<file path="config.mk">
export PLATFORM = sky130hd
export DESIGN_NAME = float_to_pcm16_saturating
export DESIGN_NICKNAME = d
export VERILOG_FILES = /design/src/sv/f2p_pkg.sv /design/src/sv/float_to_pcm16_saturating.sv /design/src/sv/f2p_mult.sv /design/src/sv/f2p_round.sv /design/src/sv/f2p_final.sv
export SDC_FILE = /design/constraint.sdc
export NUM_CORES = 1
export LEC_CHECK = 0
export ABC_AREA = 0
export BUFFER_PORTS_ARGS = -buffer_cell sky130_fd_sc_hd__buf_4
export CAP_MARGIN = 40
export CORE_AREA = 2 2 233 235
export DETAILED_ROUTE_END_ITERATION = 7
export DIE_AREA = 0 0 235 237
export PLACE_DENSITY_LB_ADDON = 0.12
export SKIP_LAST_GASP = 1
export SLEW_MARGIN = 20
export SYNTH_ARGS = -nofsm -noshare
export SYNTH_HDL_FRONTEND = slang
export SYNTH_SLANG_ARGS = --single-unit
</file>
<file path="constraint.sdc">
create_clock -name clock -period 13.4 [get_ports clock]
set_input_delay 3.35 -clock clock [delete_from_list [all_inputs] [get_ports clock]]
set_output_delay 3.35 -clock clock [all_outputs]
set_load 0.05 [all_outputs]
</file>
<file path="src/sv/f2p_pkg.sv">
// ----------------------------------------------------------------------------
// f2p_pkg
// Shared constants and types for the float-to-PCM16 converter pipeline.
// ----------------------------------------------------------------------------
package f2p_pkg;

   localparam int unsigned FLOAT_WIDTH = 32;
   localparam int unsigned PCM_WIDTH   = 16;
   localparam logic [14:0] PCM_LIMIT   = 15'd32767;
   localparam logic [30:0] ONE_BITS    = 31'h3F80_0000;
   localparam logic [7:0]  EXP_ALL     = 8'hFF;

   // Product of a 24-bit significand and 32767 fits in 39 bits.
   localparam int unsigned PROD_WIDTH  = 39;

   typedef struct packed {
      logic nan;
      logic sat;
      logic neg;
      logic last;
   } ctrl_type;

endpackage

</file>
<file path="src/sv/float_to_pcm16_saturating.sv">
// ----------------------------------------------------------------------------
// float_to_pcm16_saturating
// Converts single-precision audio samples to saturated signed 16-bit PCM.
// ----------------------------------------------------------------------------
// Usage:
//   req_ channel carries one float32 bit pattern plus a last marker per
//   transfer. rsp_ channel returns the PCM sample, a NaN flag and the
//   copied last marker, one result transfer per request transfer, in order.
//   Both channels: transfer when valid is high and stall is low.
// Pipeline: three register stages (multiply stage, float rounding stage,
//   integer rounding stage); each request passes through them in that
//   order, and the rsp_ outputs come straight from the integer rounding
//   stage registers.
// Throughput: one sample per cycle while rsp_stall is low; the three-stage pipeline sets it.
// Stall: the output register holds when rsp_stall is high and it is full;
//   a stage ahead holds only if the next one holds and it is full, so
//   bubbles collapse; req_stall rises only when every stage holds a sample.
// Reset: synchronous, active high; clears all stage valid bits. No
//   payload state survives or matters.
// NaN inputs give 0 with the flag set; |x| >= 1.0 (and infinities)
//   saturate to +/-32767.
// ----------------------------------------------------------------------------
module float_to_pcm16_saturating (
   input  logic        clock,
   input  logic        reset,
   input  logic        req_valid,
   output logic        req_stall,
   input  logic [31:0] req_sample_bits,
   input  logic        req_last_in,
   output logic        rsp_valid,
   input  logic        rsp_stall,
   output logic [15:0] rsp_pcm_sample,
   output logic        rsp_not_a_number,
   output logic        rsp_last_out
);
   logic                           s1_valid_ff, s2_valid_ff;
   f2p_pkg::ctrl_type              s1_ctrl_ff, s2_ctrl_ff;
   logic [f2p_pkg::PROD_WIDTH-1:0] s1_prod_ff;
   logic [7:0]                     s1_exp_ff;
   logic [24:0]                    s2_sig_ff;
   logic [9:0]                     s2_shift_ff;
   logic                           adv3, adv2, adv1;

   // Per-stage advance: a stage loads when its own register is free to move.
   assign adv3 = !rsp_valid || !rsp_stall;
   assign adv2 = adv3 || !s2_valid_ff;
   assign adv1 = adv2 || !s1_valid_ff;
   assign req_stall = !adv1;

   f2p_mult u_mult (
      .clock    (clock),
      .reset    (reset),
      .adv      (adv1),
      .in_valid (req_valid),
      .in_bits  (req_sample_bits),
      .in_last  (req_last_in),
      .valid_ff (s1_valid_ff),
      .ctrl_ff  (s1_ctrl_ff),
      .prod_ff  (s1_prod_ff),
      .exp_ff   (s1_exp_ff)
   );

   f2p_round u_round (
      .clock    (clock),
      .reset    (reset),
      .adv      (adv2),
      .in_valid (s1_valid_ff),
      .in_ctrl  (s1_ctrl_ff),
      .in_prod  (s1_prod_ff),
      .in_exp   (s1_exp_ff),
      .valid_ff (s2_valid_ff),
      .ctrl_ff  (s2_ctrl_ff),
      .sig_ff   (s2_sig_ff),
      .shift_ff (s2_shift_ff)
   );

   f2p_final u_final (
      .clock    (clock),
      .reset    (reset),
      .adv      (adv3),
      .in_valid (s2_valid_ff),
      .in_ctrl  (s2_ctrl_ff),
      .in_sig   (s2_sig_ff),
      .in_shift (s2_shift_ff),
      .valid_ff (rsp_valid),
      .pcm_ff   (rsp_pcm_sample),
      .nan_ff   (rsp_not_a_number),
      .last_ff  (rsp_last_out)
   );
endmodule

</file>
<file path="src/sv/f2p_mult.sv">
// ----------------------------------------------------------------------------
// f2p_mult
// Stage 1: unpack, classify and multiply the significand by 32767.
// ----------------------------------------------------------------------------
module f2p_mult (
   input  logic                          clock,
   input  logic                          reset,
   input  logic                          adv,
   input  logic                          in_valid,
   input  logic [31:0]                   in_bits,
   input  logic                          in_last,
   output logic                          valid_ff,
   output f2p_pkg::ctrl_type             ctrl_ff,
   output logic [f2p_pkg::PROD_WIDTH-1:0] prod_ff,
   output logic [7:0]                    exp_ff
);
   logic [30:0]            mag;
   logic [7:0]             ex;
   logic [23:0]            sig;
   f2p_pkg::ctrl_type      ctrl_in;

   assign mag = in_bits[30:0];
   assign ex  = mag[30:23];
   assign sig = (ex == 8'd0) ? {1'b0, mag[22:0]} : {1'b1, mag[22:0]};

   always_comb begin
      ctrl_in.nan  = (ex == f2p_pkg::EXP_ALL) && (mag[22:0] != 23'd0);
      ctrl_in.sat  = (mag >= f2p_pkg::ONE_BITS);
      ctrl_in.neg  = in_bits[31];
      ctrl_in.last = in_last;
   end

   always_ff @(posedge clock) begin
      if (reset) begin
         valid_ff <= 1'b0;
      end else if (adv) begin
         valid_ff <= in_valid;
      end
      if (adv) begin
         ctrl_ff <= ctrl_in;
         prod_ff <= 39'(sig) * 39'(f2p_pkg::PCM_LIMIT);
         exp_ff  <= (ex == 8'd0) ? 8'd1 : ex;
      end
   end
endmodule

</file>
<file path="src/sv/f2p_round.sv">
// ----------------------------------------------------------------------------
// f2p_round
// Stage 2: round product to 24 significant bits, ties to even.
// ----------------------------------------------------------------------------
module f2p_round (
   input  logic                           clock,
   input  logic                           reset,
   input  logic                           adv,
   input  logic                           in_valid,
   input  f2p_pkg::ctrl_type              in_ctrl,
   input  logic [f2p_pkg::PROD_WIDTH-1:0] in_prod,
   input  logic [7:0]                     in_exp,
   output logic                           valid_ff,
   output f2p_pkg::ctrl_type              ctrl_ff,
   output logic [24:0]                    sig_ff,
   output logic [9:0]                     shift_ff
);
   // Leading one sits at bit 38 or lower; len = index + 1, k = len - 24.
   logic [5:0]  len;
   logic [3:0]  k;
   logic [38:0] q;
   logic [38:0] rem;
   logic [38:0] half;
   logic [24:0] qr;
   logic [9:0]  t;

   always_comb begin
      len = 6'd0;
      for (int i = 0; i < 39; i++) begin
         if (in_prod[i]) len = 6'(i + 1);
      end
      k    = (len > 6'd24) ? 4'(len - 6'd24) : 4'd0;
      q    = in_prod >> k;
      rem  = in_prod & ((39'd1 << k) - 39'd1);
      half = (k == 4'd0) ? 39'd0 : (39'd1 << (k - 4'd1));
      qr   = 25'(q);
      if (k != 4'd0 && (rem > half || (rem == half && q[0]))) qr = qr + 25'd1;
      // value = qr * 2^(exp - 150 + k); t = 150 - exp - k (positive for |x| < 1.0)
      t = 10'd150 - 10'(in_exp) - 10'(k);
   end

   always_ff @(posedge clock) begin
      if (reset) begin
         valid_ff <= 1'b0;
      end else if (adv) begin
         valid_ff <= in_valid;
      end
      if (adv) begin
         ctrl_ff  <= in_ctrl;
         sig_ff   <= qr;
         shift_ff <= t;
      end
   end
endmodule

</file>
<file path="src/sv/f2p_final.sv">
// ----------------------------------------------------------------------------
// f2p_final
// Stage 3: round to integer (ties to even), saturate, apply sign.
// ----------------------------------------------------------------------------
module f2p_final (
   input  logic                  clock,
   input  logic                  reset,
   input  logic                  adv,
   input  logic                  in_valid,
   input  f2p_pkg::ctrl_type     in_ctrl,
   input  logic [24:0]           in_sig,
   input  logic [9:0]            in_shift,
   output logic                  valid_ff,
   output logic [15:0]           pcm_ff,
   output logic                  nan_ff,
   output logic                  last_ff
);
   logic [5:0]  t;
   logic [24:0] q;
   logic [24:0] rem;
   logic [24:0] half;
   logic [25:0] qr;
   logic [14:0] res;
   logic [15:0] pcm_in;

   always_comb begin
      // t >= 1 for |x| < 1.0; beyond 40 bits the value is below one half.
      t    = (in_shift > 10'd40) ? 6'd40 : 6'(in_shift);
      q    = (t > 6'd24) ? 25'd0 : (in_sig >> t);
      rem  = (t > 6'd24) ? in_sig : (in_sig & ((25'd1 << t) - 25'd1));
      half = (t > 6'd25) ? 25'h1FF_FFFF : (25'd1 << (t - 6'd1));
      qr   = {1'b0, q};
      if ((t <= 6'd25) && (rem > half || (rem == half && q[0]))) qr = qr + 26'd1;
      if (in_ctrl.nan)                       res = 15'd0;
      else if (in_ctrl.sat)                  res = f2p_pkg::PCM_LIMIT;
      else if (qr > 26'(f2p_pkg::PCM_LIMIT)) res = f2p_pkg::PCM_LIMIT;
      else                                   res = 15'(qr);
      pcm_in = in_ctrl.neg ? (16'd0 - {1'b0, res}) : {1'b0, res};
   end

   always_ff @(posedge clock) begin
      if (reset) begin
         valid_ff <= 1'b0;
      end else if (adv) begin
         valid_ff <= in_valid;
      end
      if (adv) begin
         pcm_ff  <= pcm_in;
         nan_ff  <= in_ctrl.nan;
         last_ff <= in_ctrl.last;
      end
   end
endmodule
</file>
==> qor.txt, run 1 <==
critical path fanouts, max - 35
H-tree depth - 3
Worst Tran Pin Value - 890 ps
total global-route track usage - 0.217
Reg clk slew, reported paths - 80 ps
Worst Setup End Kind - register
setup violators final - 0
Yosys cell types - 107
CTS root buffer - clkbuf_16
Worst path slowest cell - a2111oi_2
final net count - 2429
global route overflow - 0
met3 usage - 0.0204
Slew headroom - 0.399
Slew Limit Fails - 0
Total Routed Length - 60700 µm
post-CTS sizing - 0
Ys Warns - 0
RSZ-0062 raised after global routing - no
Max Cap Violations - 0
EDFF count, synth - 108
routability cong. - 0.967
status - completed
Worst-Skew Late Latency - 370 ps
DRT iter0 DRCs - 1174
GR Layer Usage met1 - 0.271
die height - 237 µm
Top Usage Layer GRT - met2
vias per inst - 5.77
DRC Markers - 0
Mapped Area - 0.0185 mm²
WS Path Type - register to register
row cnt - 85
PortBufs - 56
first-pass GRT wire length - 94700 µm
met2 global-route usage - 0.381
area grow syn2layout - 7.68%
die area - 0.0557 mm²
IO Count - 57
CP dominant cell by count - nand2_1
largest net degree at the start of global routing - 53
post-CTS setup buffers - 0
Detailed Place HPWL - 49300 µm
WL/cell - 22.0 µm
Final Cycle Share - 0.757
clock skew - 17.5 ps
crit path time final - 10140 ps
Clock Sinks - 111
initial cell density of the core - 0.347
R2R cell count - 36
Mapped Cells - 2065
Yosys reg bits - 111
syn_area_per_cell - 8.95 µm²
Min-Delay Path Depth - 0
post-route antenna net violation count - 0
Worst path max stage delay - 640 ps
sequential share of the synthesized area - 0.179
Post-Syn Nets - 2431
CTS tree - done
vias in the first global route - 16200
Fmax - 98.6 MHz
drt pass-1 iters - 5
Worst Hold Class - register to register
final hold violations - 0
hold_buf cts - 0
Async S/R FF share, synth - 0
TritonCTS Buffers - 9
setup TNS - 0 ps
Worst setup SP type - register
antenna fix cells - 0
initial antenna violation count - 0
CP Data Arrival Time - 10370 ps
core footprint - 0.0533 mm²
Die X - 235 µm
share of cells above drive strength 1 - 0.0885
vias after detailed routing - 16000
ys flop type - edfxtp_1
worst path required time - 13630 ps
CTS Buffer Depth - 2
-- layout make-up --
cell class                 instances  area, µm²
fill                            5462      33400
sequential                       111       3300
clock inverter                     7       72.6
timing repair buffer              87        662
multi-input combinational       1632      13900
inverter                         222        835
clock buffer                       9        225
tap                              696        871
-- kinds of logic (layout without fill, tap and decap cells) --
kind of cell             Yosys count  in the layout  synth area share
flip-flops                       111            111             0.179
AND/OR/NAND/NOR                  649            649             0.185
AO/OA/AOI/OAI                    477            477             0.178
XOR/XNOR                          99             99            0.0469
buffers and inverters            322            325            0.0688
adder cells (fa/ha/maj)          329            329             0.294
other                              1              1          0.000203
multiplexers                      77             77            0.0473
-- cell usage after synthesis, drive strengths merged, types with 59 or more instances --
cell | count | area share
a21oi | 119 | 0.032
clkbuf | 61 | 0.012
edfxtp | 108 | 0.18
fa | 176 | 0.19
ha | 153 | 0.10
inv | 220 | 0.045
mux2i | 59 | 0.033
nand2 | 154 | 0.032
nand3 | 66 | 0.018
nor2 | 142 | 0.029
o21ai | 81 | 0.022
xnor2 | 67 | 0.032
-- path summary, 6_finish.rpt --
| path | start | slack (ps) | endpoint |
|---|---|---|---|
| worst max register to register | u_round.shift_ff[6] | 3260 | u_final.pcm_ff[14] |
| worst max-delay path | u_round.shift_ff[6] | 3260 | u_final.pcm_ff[14] |
| worst min register to register | u_mult.ctrl_ff[0] | 410 | u_round.ctrl_ff[0] |
| worst min-delay path | u_mult.ctrl_ff[0] | 410 | u_round.ctrl_ff[0] |
-- stage by stage --
stage / utilization / hold slack (ps) / worst slack, ps / cell area [µm²] / cells
CTS: 0.373 / 408 / 3340 / 19900 / 2762
global placement: 0.367 / 404 / 3200 / 19600 / 2744
finish: 0.373 / 408 / 3260 / 19900 / 2764
detailed placement: 0.367 / 405 / 3170 / 19600 / 2746
global route: 0.373 / 411 / 2720 / 19900 / 2764
floorplan: - / 400 / 3950 / 18500 / 2065
-- routing by layer --
metal,routed length [µm],up-vias
li1,-,7471
met1,25300,7874
met2,30400,494
met3,2480,120
met4,2510,0
met5,0,-
-- critical path, delay by kind of cell (launching register included) --
kind / cells / cell delay, ps
AO/OA/AOI/OAI: 11 / 2670
buffers and inverters: 2 / 580
XOR/XNOR: 1 / 150
multiplexers: 1 / 360
adder cells (fa/ha/maj): 2 / 660
flip-flops: 1 / 430
AND/OR/NAND/NOR: 19 / 5110
-- registers in the layout, summed over array words and instances (netlist names) --
signal and count:
u_final.last_ff 1, u_final.nan_ff 1, u_final.pcm_ff 16, u_final.valid_ff 1, u_mult.ctrl_ff 4, u_mult.exp_ff 8, u_mult.prod_ff 39, u_mult.valid_ff 1
u_round.ctrl_ff 4, u_round.shift_ff 10, u_round.sig_ff 25, u_round.valid_ff 1
-- cell usage in the layout, fill, tap and decap left out, drive strengths merged, types with 15 or more instances in the layout --
cell / synthesis / final
edfxtp: 108 / 108
nand2b: 16 / 16
nor3: 58 / 58
o211ai: 15 / 15
nand4: 45 / 45
nand2: 154 / 154
and2: 18 / 18
or3: 18 / 18
mux2i: 59 / 59
inv: 220 / 224
buf: 39 / 86
nor2b: 26 / 26
a211oi: 30 / 30
xor2: 32 / 32
a21o: 15 / 15
ha: 153 / 153
a21boi: 17 / 17
o31ai: 18 / 18
nor2: 142 / 142
a31oi: 26 / 26
a21oi: 119 / 119
and3: 27 / 27
xnor2: 67 / 67
nor4: 33 / 33
nand3: 66 / 66
fa: 176 / 176
o21ai: 81 / 81
Power of run 1 is not shown: default switching activity piles up to over one toggle a cycle in this logic, so the estimate is an artifact.
==> inputs of run 2 (changes only) <==
==> constraint.sdc (replaced) <==
create_clock -name clock -period 9.47 [get_ports clock]
set_input_delay 2.3675 -clock clock [delete_from_list [all_inputs] [get_ports clock]]
set_output_delay 2.3675 -clock clock [all_outputs]
set_load 0.05 [all_outputs]
==> qor.txt, run 2 (synthesis gave the netlist of run 1 again) <==
status - completed
commonest non-fill, non-tap cell in the layout - inv_1
routability cong. - 0.943
post-route antenna net violation count - 0
crit path cell chain - buf_4 -> fa_1 -> fa_1 -> inv_1 -> fa_1 -> inv_1 -> fa_1 -> fa_1 -> fa_1 -> ha_1 -> nand2_1 -> o311ai_0 -> a41oi_1 -> a21oi_1 -> o22ai_1 -> o21ai_0 -> o41ai_1 -> o21a_1 -> a21oi_1 -> nand4_1 -> a41oi_1 -> o21ai_0 -> a21oi_1 -> a31oi_1
DRT iter0 DRCs - 1566
global route overflow - 0
Worst Setup End Kind - register
Worst path max stage delay - 640 ps
CP dominant cell by count - fa_1
Slew headroom - 0.445
hold_buf cts - 0
largest reg by FF count - u_mult.prod_ff
total global-route track usage - 0.215
critical path fanouts, max - 4
Die X - 235 µm
Worst Hold Class - register to register
critical path depth - 24
Crit path max-delay family - adder cells
TritonCTS Buffers - 9
R2R cell count - 37
post-CTS sizing - 0
Clock Sinks - 111
worst path required time - 9570 ps
initial cell density of the core - 0.347
Final Cycle Share - 0.930
Total Routed Length - 60400 µm
RSZ-0062 raised after global routing - no
Worst Tran Pin Value - 821 ps
setup violators final - 0
H-tree depth - 3
Regs by FF count - u_mult.prod_ff: 39 flops, u_round.sig_ff: 25 flops, u_final.pcm_ff: 16 flops
WS Path Type - primary input to register
antenna fix cells - 0
Worst path slowest cell - fa_1
Min-Delay Path Depth - 0
vias in the first global route - 16000
Detailed Place HPWL - 49600 µm
DRC Markers - 0
post-CTS setup buffers - 0
crit path time final - 8810 ps
vias after detailed routing - 16100
clock skew - 12.3 ps
CTS tree - done
Finished Layout Cells - 2792
CTS root buffer - clkbuf_16
CTS Buffer Depth - 2
WL/cell - 21.6 µm
Worst Path Buf+Inv - 3
area grow syn2layout - 8.64%
die area - 0.0557 mm²
final hold violations - 0
Fmax - 114 MHz
IO Count - 57
die height - 237 µm
Largest register FFs - 39
setup TNS - 0 ps
most frequent cells in the layout - inv_1 (218), fa_1 (176), ha_1 (153), nand2_1 (152), nor2_1 (142)
Slew Limit Fails - 0
initial antenna violation count - 0
dpl cells - 2775
row cnt - 85
core footprint - 0.0533 mm²
largest net degree at the start of global routing - 53
PortBufs - 56
Worst-Skew Late Latency - 370 ps
Hold Slack - 424 ps
drt pass-1 iters - 6
Max Cap Violations - 0
CP Data Arrival Time - 8910 ps
Reg clk slew, reported paths - 70 ps
first-pass GRT wire length - 93700 µm
vias per inst - 5.76
final net count - 2457
share of cells above drive strength 1 - 0.0997
Worst setup SP type - primary input
## run 2: cell types whose count changed in the layout (fill, tap and decap cells not counted), sizes merged
cell / previous run / this run
buf: 86 / 115
clkinv: 4 / 5
inv: 224 / 221
clkbuf: 10 / 12
clkinvlp: 1 / 0
## run 2: stage by stage
step	worst slack, ps	util	area, µm²
finish	661	0.377	20100
global route	116	0.377	20100
CTS	598	0.376	20100
detailed placement	193	0.371	19800
global placement	227	0.371	19800
floorplan	1000	-	18500
## run 2: final timing paths
check	startpoint	endpoint	slack, ps
setup / recovery	req_sample_bits[11]	u_mult.prod_ff[38]	660
hold / removal	u_mult.ctrl_ff[1]	u_round.ctrl_ff[1]	420
setup reg to reg	u_round.shift_ff[4]	u_final.pcm_ff[14]	1070
hold reg to reg	u_mult.ctrl_ff[1]	u_round.ctrl_ff[1]	420
## run 2: layer usage
metal / global-route usage / share of wire / up-vias
li1: - / - / 7519
met1: 0.274 / 0.42 / 7912
met2: 0.370 / 0.49 / 533
met3: 0.0232 / 0.047 / 123
met4: 0.0894 / 0.041 / 0
met5: 0 / 0 / -
## run 2: layout make-up
cell class                 instances  area [µm²]
fill                            5514       33200
multi-input combinational       1632       13900
sequential                       111        3300
tap                              696         871
timing repair buffer             115         865
inverter                         222         835
clock buffer                      12         246
clock inverter                     4        31.3
Power of run 2 is left out for the same reason.
